<file path="src/hdl/assert_macros.svh">
// ----------------------------------------------------------------------------
// assert_macros.svh
// Shared assertion macros, clocked and disabled while reset is applied.
// ----------------------------------------------------------------------------
`ifndef ASSERT_MACROS_SVH
`define ASSERT_MACROS_SVH

// Same-cycle implication
`define ASSERT_IMPL(label, clk, rst_n, ante, cons, msg) \
  label: assert property (@(posedge clk) disable iff (!rst_n) (ante) |-> (cons)) \
    else $error(msg);

// Next-cycle implication
`define ASSERT_NEXT(label, clk, rst_n, ante, cons, msg) \
  label: assert property (@(posedge clk) disable iff (!rst_n) (ante) |=> (cons)) \
    else $error(msg);

`endif

</file>
<file path="src/hdl/hkfc_ram.sv">
// ----------------------------------------------------------------------------
// hkfc_ram
// Generic simple dual-port RAM: one write port, one read port, registered read.
// ----------------------------------------------------------------------------
module hkfc_ram #(
  parameter int unsigned WIDTH = 8,
  parameter int unsigned DEPTH = 16
) (
  input  logic                                        clk,
  input  logic                                        we,
  input  logic [((DEPTH > 1) ? $clog2(DEPTH) : 1)-1:0] waddr,
  input  logic [WIDTH-1:0]                            wdata,
  input  logic [((DEPTH > 1) ? $clog2(DEPTH) : 1)-1:0] raddr,
  output logic [WIDTH-1:0]                            rdata
);

  logic [WIDTH-1:0] mem [DEPTH];
  logic [WIDTH-1:0] rdata_r;

  // Write port and registered read port
  always_ff @(posedge clk) begin
    if (we) begin
      mem[waddr] <= wdata;
    end
    rdata_r <= mem[raddr];
  end

  assign rdata = rdata_r;

endmodule

</file>
<file path="config.mk">
export PLATFORM = sky130hd
export DESIGN_NAME = hkfc_ram
export DESIGN_NICKNAME = d
export VERILOG_FILES = /design/src/hdl/assert_macros.svh /design/src/hdl/hkfc_ram.sv
export SDC_FILE = /design/constraint.sdc
export NUM_CORES = 1
export LEC_CHECK = 0
export BUFFER_PORTS_ARGS = -buffer_cell sky130_fd_sc_hd__buf_4
export CAP_MARGIN = 25
export CORE_MARGIN = 3
export CORE_UTILIZATION = 40
export CTS_BUF_LIST = sky130_fd_sc_hd__clkbuf_16
export CTS_CLUSTER_DIAMETER = 40
export DETAILED_ROUTE_END_ITERATION = 12
export MAX_ROUTING_LAYER = met4
export PLACE_DENSITY = 0.69
export SYNTH_ARGS = -nofsm -noshare
export SYNTH_HDL_FRONTEND = slang
export SYNTH_SLANG_ARGS = --single-unit
</file>
<file path="constraint.sdc">
create_clock -name clk -period 1.5 [get_ports clk]
set_input_delay 0 -clock clk [delete_from_list [all_inputs] [get_ports clk]]
set_output_delay 0 -clock clk [all_outputs]
set_load 0.005 [all_outputs]
</file>
==> summary.md <==
| Metric | Value |
|---|---|
| Area of the core | `0.0123 mm2` |
| Crit path max fanout | `1` |
| Most instantiated library cell after synthesis | `edfxtp_1` |
| Routed wire per std cell | `around 21 um` |
| Final ANT Viol Nets | `0` |
| Synth cell count leaders | `128 x edfxtp_1, 18 x mux4_2, 16 x a22oi_1, 14 x mux4_1, 13 x nor2_1` |
| Nets | `between 300 and 400` |
| Post-synth ARST share | `0%` |
| Seq/Total Area, Yosys | `approximately 80%` |
| H-tree depth | `4` |
| P_leak | `between 0.002 and 0.0025 uW` |
| Combinational fraction of design power | `5.2%` |
| R2R setup slack | `approximately 68 ps` |
| Peak VDD IR | `0.787 mV` |
| Syn Std Cell Area | `0.00515 mm2` |
| Largest net degree at the start of global routing | `33` |
| Final worst-path cycle share | `a little over nine tenths` |
| Routed via count | `about 2500` |
| CP Launch Type | `flop` |
| RSZ-0062 raised after global routing | `no` |
| Top cells by area, synth | `edfxtp_1 75%, mux4_2 7.9%, mux4_1 7.1%, dfxtp_1 3.1%, a22oi_1 2.3%` |
| Vias per inst | `5.25` |
| Area after DPL | `approximately 0.0057 mm2` |
| Final min period | `~1400 ps` |
| Yosys top cell area share | `74.7%` |
| Post-layout util | `about half` |
| Clock Power Share | `between 40% and 50%` |
| CP Class | `flop to flop` |
| Vias in the first global route | `between 2000 and 3000` |
| Drt drc | `0` |
| Root Buffer | `clkbuf_16` |
| Max clock buf depth | `2` |
| Internal power | `around 6900 uW` |
| Initial antenna violation count | `0` |
| Relative slew slack | `70.6%` |
| Clk_lat worst skew | `about 410 ps` |
| Worst setup EP type | `flop` |
| Final wirelength | `approximately 10 mm` |
| Global router's overall resource usage | `between 15 and 20%` |
| Die Wd | `between 100 and 150 um` |
| FF+latch count, synth | `between 100 and 150` |
| Syn nets | `around 250` |
| Final HPWL DP | `6.17 mm` |
| Avg Inst Size Synth | `roughly 22 um2` |
| TritonCTS Buffers | `17` |
| Rows | `40` |
| Final Hold Viols | `0` |
| Ys Warns | `0` |
| Final setup vio count | `0` |
| Clock net sink count | `136` |
| First-pass GRT wire length | `around 15 mm` |
| CTS tree | `done` |
| Worst EP arrival | `approximately 1700 ps` |
| Pwr Total | `between 8000 and 9000 uW` |
| Post-synth EDFFs | `~130` |
| Starting density of the core | `a little over two fifths` |
| Status | `complete, no violations` |
| Max-slew violation total from the final report | `0` |
| Cell taking the most area after synthesis | `edfxtp_1` |
| Seq pwr share | `49.7%` |
| Slew @ Worst Pin | `about 440 ps` |
| Worst clock skew | `6.89 ps` |
| Global route overflow | `0` |
| Ratio of cells with drive above 1 in the final layout | `approximately a third` |
| Final instance area | `0.00630 mm2` |
| Total Die Area | `between 0.01 and 0.015 mm2` |
| Synthesized netlist cell count | `roughly 230` |
| Routability cong. | `between 0.7 and 0.8` |
| CTS clock-pin slew for the worst setup and hold paths | `around 60 ps` |
| Critical Path RT | `~1800 ps` |
| Switching share of power | `20.0%` |
| TritonRoute pass-1 iters | `4` |
| Yosys cell types | `19` |
| Worst-case hold slack | `between 100 and 150 ps` |
| # port buffers | `25` |
| IO Pins | `26` |
| Synth-to-Final Area Change | `22.4%` |
| HP Class | `input port to flop` |
| F_max | `~700 MHz` |
| P_sw | `1720 uW` |
| Most used DFF post-synth | `edfxtp_1` |
| Post-CTS Setup Inserts | `0` |
| Max_cap viols | `0` |
| Die Y | `about 120 um` |
| Detailed Route Iter0 Violations | `249` |
| Power Density | `roughly 1400 mW/mm2` |
| N_diodes | `0` |
| Final setup TNS | `0 ps` |
-- cell type report --
class | instances | area [um2]
clock buffer | 17 | 425
clock inverter | 15 | 138
fill | 1014 | 6010
multi-input combinational | 83 | 1060
sequential | 136 | 4000
tap | 168 | 210
timing repair buffer | 54 | 463
-- power by group through the flow --
stage                     logic, uW  clock network (uW)  registers (uW)
after floorplan                 216                   0            4350
after global routing            485                4100            4280
after CTS                       453                3940            4270
final                           447                3880            4270
after global placement          420                   0            4340
after detailed placement        432                   0            4350
-- per-stage QoR --
stage / setup WS (ps) / instances
2_1_floorplan: 7.13 / 229
3_3_place_gp: 63.1 / 433
3_5_place_dp: 93.9 / 433
4_1_cts: 88.8 / 473
5_1_grt: 19.3 / 473
6_report: 67.6 / 473
-- final timing paths --
check,startpoint,depth (start not counted),to
min reg2reg,mem[12][2],3,rdata[2]
max,mem[1][1],3,rdata[1]
max reg2reg,mem[1][1],3,rdata[1]
min,waddr[0],3,mem[0][2]
-- worst max-delay path, stage by stage, from the launching register on --
cell and delay, ps:
edfxtp_1 360, mux4_1 510, a22oi_1 330, nand2_1 100
-- state kept, by name (all words and copies together), names as in the netlist --
register  count
mem         128
rdata         8
-- placed cells by master (no fill, tap or decap) --
| cell type | count |
|---|---|
| buf_4 | 43 |
| clkinv_4 | 1 |
| clkinvlp_4 | 4 |
| nand3_1 | 1 |
| and2_1 | 1 |
| nor2_1 | 13 |
| nor2b_1 | 1 |
| clkinv_2 | 7 |
| nor3_1 | 4 |
| nand3b_1 | 2 |
| dlygate4sd3_1 | 8 |
| buf_12 | 3 |
| nand2_1 | 9 |
| and2b_1 | 1 |
| inv_1 | 1 |
| nand2b_1 | 2 |
| dfxtp_1 | 8 |
| a22oi_2 | 1 |
| edfxtp_1 | 128 |
| mux4_2 | 18 |
| mux4_1 | 14 |
| a22oi_1 | 15 |
| or3b_2 | 1 |
| clkbuf_16 | 17 |
| bufinv_16 | 2 |
-- per-layer routing --
| metal | part of all wire (%) | track usage [%] |
|---|---|---|
| met1 | 42 | 20.5 |
| met2 | 48 | 23.2 |
| met3 | 7.6 | 4.84 |
| met4 | 1.8 | 6.16 |
| met5 | 0 | - |
-- what timing repair did --
action                                  in CTS  in global routing
endpoints found under the hold margin      128                  0
endpoints found under the setup margin       0                  1
hold buffers                                 8                  0
resized for setup                            0                  1
-- logic make-up (layout without fill, tap and decap cells) --
group | Yosys count | in the layout | synth area share, %
flops | 136 | 136 | 77.8
simple gates | 35 | 35 | 3.18
mux | 32 | 32 | 15.0
buf+inv | 10 | 86 | 1.68
compound gates | 16 | 16 | 2.33
No activity file was read; power rests on OpenSTA's default activity.
