### config.mk
export PLATFORM = sky130hd
export DESIGN_NAME = hkfc_home
export DESIGN_NICKNAME = d
export VERILOG_FILES = /design/src/hdl/assert_macros.svh /design/src/hdl/hkfc_pkg.sv /design/src/hdl/hkfc_home.sv
export SDC_FILE = /design/constraint.sdc
export NUM_CORES = 1
export LEC_CHECK = 0
export BUFFER_PORTS_ARGS = -buffer_cell sky130_fd_sc_hd__buf_2
export CAP_MARGIN = 10
export CORE_UTILIZATION = 21
export CTS_CLUSTER_DIAMETER = 120
export DETAILED_ROUTE_END_ITERATION = 8
export PLACE_DENSITY = 0.76
export SLEW_MARGIN = 20
export SYNTH_ARGS = -nofsm -noshare
export SYNTH_HDL_FRONTEND = slang
export SYNTH_SLANG_ARGS = --single-unit
### constraint.sdc
create_clock -name clk -period 0.8 [get_ports clk]
set_input_delay 0.08 -clock clk [delete_from_list [all_inputs] [get_ports clk]]
set_output_delay 0.08 -clock clk [all_outputs]
set_load 0.02 [all_outputs]
### src/hdl/assert_macros.svh
// ----------------------------------------------------------------------------
// assert_macros.svh
// Shared assertion macros, clocked and disabled while reset is applied.
// ----------------------------------------------------------------------------
`ifndef ASSERT_MACROS_SVH
`define ASSERT_MACROS_SVH

// Same-cycle implication
`define ASSERT_IMPL(label, clk, rst_n, ante, cons, msg) \
  label: assert property (@(posedge clk) disable iff (!rst_n) (ante) |-> (cons)) \
    else $error(msg);

// Next-cycle implication
`define ASSERT_NEXT(label, clk, rst_n, ante, cons, msg) \
  label: assert property (@(posedge clk) disable iff (!rst_n) (ante) |=> (cons)) \
    else $error(msg);

`endif

### src/hdl/hkfc_pkg.sv
// ----------------------------------------------------------------------------
// hkfc_pkg
// Types and constants of the hashed key frequency counter.
// ----------------------------------------------------------------------------
package hkfc_pkg;

  // Table size, any value from 1 to 65536
  localparam int unsigned CAPACITY = 1024;
  localparam int unsigned IDX_W    = (CAPACITY > 1) ? $clog2(CAPACITY) : 1;

  localparam int unsigned KEY_W   = 64;
  localparam int unsigned COUNT_W = 32;

  localparam logic [COUNT_W-1:0] COUNT_MAX = {COUNT_W{1'b1}};
  localparam logic [IDX_W-1:0]   LAST_SLOT = IDX_W'(CAPACITY - 1);

  // Home slot is a plain bit slice when the capacity is a power of two
  localparam bit CAP_POW2 = (CAPACITY > 1) && ((CAPACITY & (CAPACITY - 1)) == 0);

  // Remainder unit: key bits consumed per cycle
  localparam int unsigned DIGIT_BITS = 8;
  localparam int unsigned HASH_STEPS = KEY_W / DIGIT_BITS;
  localparam int unsigned STEP_W     = $clog2(HASH_STEPS);

  // Commands
  localparam logic CMD_BUMP = 1'b0;
  localparam logic CMD_GET  = 1'b1;

  // One table slot; a zero count marks it empty
  typedef struct packed {
    logic [KEY_W-1:0]   key;
    logic [COUNT_W-1:0] count;
  } slot_t;

endpackage

### src/hdl/hkfc_home.sv
// ----------------------------------------------------------------------------
// hkfc_home
// Home slot of a key: key modulo the capacity. A bit slice for a power-of-two
// capacity, otherwise a restoring remainder over the key bits.
// ----------------------------------------------------------------------------
module hkfc_home
  import hkfc_pkg::*;
(
  input  logic             clk,
  input  logic             rst_n,
  input  logic             start,
  input  logic [KEY_W-1:0] key,
  output logic             done,
  output logic [IDX_W-1:0] slot
);

  generate
    if (CAP_POW2) begin : g_slice
      logic             done_r;
      logic [IDX_W-1:0] slot_r;

      // Low bits of the key are the remainder
      always_ff @(posedge clk) begin
        if (!rst_n) begin
          done_r <= 1'b0;
        end else begin
          done_r <= start;
        end
        if (start) begin
          slot_r <= key[IDX_W-1:0];
        end
      end

      assign done = done_r;
      assign slot = slot_r;

    end else begin : g_serial
      localparam logic [IDX_W:0] CAP_EXT = (IDX_W + 1)'(CAPACITY);

      logic              run_r;
      logic              done_r;
      logic [STEP_W-1:0] step_r;
      logic [KEY_W-1:0]  key_r;
      logic [IDX_W-1:0]  rem_r;
      logic [IDX_W-1:0]  rem_nxt;

      // One digit of key bits a cycle, MSB first; remainder stays below capacity
      always_comb begin
        logic [IDX_W:0]   t;
        logic [IDX_W-1:0] r;
        r = rem_r;
        for (int b = 0; b < DIGIT_BITS; b++) begin
          t = {r, key_r[KEY_W-1-b]};
          if (t >= CAP_EXT) begin
            t = t - CAP_EXT;
          end
          r = t[IDX_W-1:0];
        end
        rem_nxt = r;
      end

      always_ff @(posedge clk) begin
        if (!rst_n) begin
          run_r  <= 1'b0;
          done_r <= 1'b0;
          step_r <= '0;
        end else begin
          done_r <= 1'b0;
          if (start) begin
            run_r  <= 1'b1;
            step_r <= '0;
          end else if (run_r) begin
            step_r <= step_r + 1'b1;
            if (step_r == STEP_W'(HASH_STEPS - 1)) begin
              run_r  <= 1'b0;
              done_r <= 1'b1;
            end
          end
        end
        // Datapath
        if (start) begin
          key_r <= key;
          rem_r <= '0;
        end else if (run_r) begin
          key_r <= key_r << DIGIT_BITS;
          rem_r <= rem_nxt;
        end
      end

      assign done = done_r;
      assign slot = rem_r;
    end
  endgenerate

endmodule

==> summary.txt <==
Outcome
  – Status: finished, violations left
  – Failing checks: setup timing

Power and ir drop
  – Pleak: about 0.28 nW
  – Peak VDD IR: about 1.1 mV
  – Overall Power: 1.26 mW
  – Power Density: roughly 2000 mW/mm^2

Synthesis
  – Post-synthesis sequential area ratio: 0.981
  – Yosys warnings: 0
  – Avg Inst Size Synth: 27.2 um^2
  – Post-Synthesis Cells: 12
  – Syn_nets: 79
  – Synth cell types: 3
  – Mapped Area: around 330 um^2
  – FF+latch count, synth: 11

Place
  – Pre-CTS setup slack: roughly 160 ps
  – Count of input and output buffers: 23
  – Placed insts: 50
  – Gp weighted congestion: just over 0.6
  – DP Area: 460 um^2

Floorplanning
  – IO Pins: between 70 and 80
  – Initial core utilization: 0.239
  – Die span in y: 41.4 um
  – Die W: 41.4 um
  – Die footprint: 0.00172 mm^2
  – Cell Rows: 13
  – Core region area: ~0.0014 mm^2

Detailed routing
  – DRC viols: 0
  – Via density per instance: 3.80
  – DR pass1 iterations: 1
  – Via count: 247
  – WL final: between 600 and 700 um
  – Detailed Route Iter0 Violations: 0
  – Post-DR wirelength/cell: roughly 11 um
  – ANT nets after route: 0

Clock tree
  – CTS tree: done
  – CTS Root Cell: clkbuf_4
  – Post-CTS Setup Inserts: 0
  – H-tree depth: 1
  – Number of clock sinks: 11
  – Total CTS buffers: 3
  – Clock transition at path regs: 70 ps
  – CTS max path bufs: 2

GRT
  – GRT overflow: 0
  – Initial antenna violation count: 0
  – Pin count of the biggest net entering global routing: 12
  – Gr usage total: 0.0983
  – Vias in the first global route: between 200 and 300
  – First-pass GRT wire length: ~1200 um

Cells and area
  – Fin cells: 65
  – ANT cells: 0
  – Fillers: between 100 and 150
  – Final core occ: 0.466
  – Commonest non-fill, non-tap cell in the layout: buf_2
  – Design Area, Final: 637 um^2
  – Share of cells above drive strength 1: 0.560
  – Commonest cells after routing, fill and taps aside: buf_2, dlygate4sd3_1, edfxtp_1, buf_6, clkbuf_4
  – Area Overhead vs Synth: 95.0%
  – Total Nets Final: approximately 120

Timing
  – Slew Viols, Final: 0
  – Max Fclk: 1110 MHz
  – Final Hold Viols: 0
  – Final setup TNS: -722 ps
  – Worst rel slew slack: 0.847
  – Final setup fails: 10
  – Final worst path period need: about 900 ps
  – Worst slew pin tran: between 200 and 250 ps
  – Tcrit/Tclk final: 1.13
  – Setup WS post-layout: -102 ps
  – Unrepaired setup endpoints after global routing: yes
  – Hold slack: between 150 and 200 ps

Worst setup path
  – CP max-delay cell: edfxtp_1
  – CP Class: reg2out
  – CP startpoint: slot[4]
  – Worst EP required: 720 ps
  – Max stage delay on crit path: 400 ps
  – Crit path cell chain: buf_6
  – Setup crit end kind: output pin
  – Crit-path leading delay family: flip-flops
  – Crit path DAT: just over 800 ps
  – CP Max Fanout: 1
  – CP Buf/Inv Count: 1
  – CP startpoint kind: register

Min path
  – HP Class: in2reg
  – Hold path start: start

Run
  – Max-cap violations: 0
## what timing repair did
action                                  CTS  global route
endpoints found under the setup margin   11            11
gates resized for setup                   5             8
hold buffers                             10             1
hold endpoints to repair                 10             1
## registers in the layout, indices dropped and copies added, names as in the netlist
name  flops
done      1
slot     10
## final cells by class
cell class | instances | area [um^2] | area share
well taps | 15 | 18.8 | 0.0295
clock buffers | 3 | 22.5 | 0.0354
multi-input cells | 1 | 6.26 | 0.00982
clock inverters | 1 | 5.00 | 0.00786
repair buffers | 34 | 263 | 0.413
flip-flops and latches | 11 | 322 | 0.505
## cells by family after synthesis
logic type,share of synthesized area
and+or+nand+nor,0.0192
DFF,0.981
## where the power goes
group	internal, mW	total [mW]	switching, mW
combinational	0.110	0.202	0.0924
clock	0.185	0.369	0.184
sequential	0.676	0.691	0.0150
## cells in the mapped netlist
cell type  count  area, um^2
and2_1         1        6.26
dfxtp_1        1        20.0
edfxtp_1      10         300
## metal layers
layer / GRT usage / wire length [um] / share of wire / up-vias
li1: - / - / - / 121
met2: 0.147 / 336 / 0.49 / 18
met3: 0.00870 / 46 / 0.067 / 0
met4: 0.116 / 0 / 0 / 0
met1: 0.113 / 301 / 0.44 / 108
met5: 0 / 0 / 0 / -
## final timing paths
| path | endpoint | slack, ps | cells past startpoint |
|---|---|---|---|
| hold / removal | slot[4] | 180 | 1 |
| setup / recovery | slot[4] | -100 | 1 |
Power figures use the tool's default switching activity.
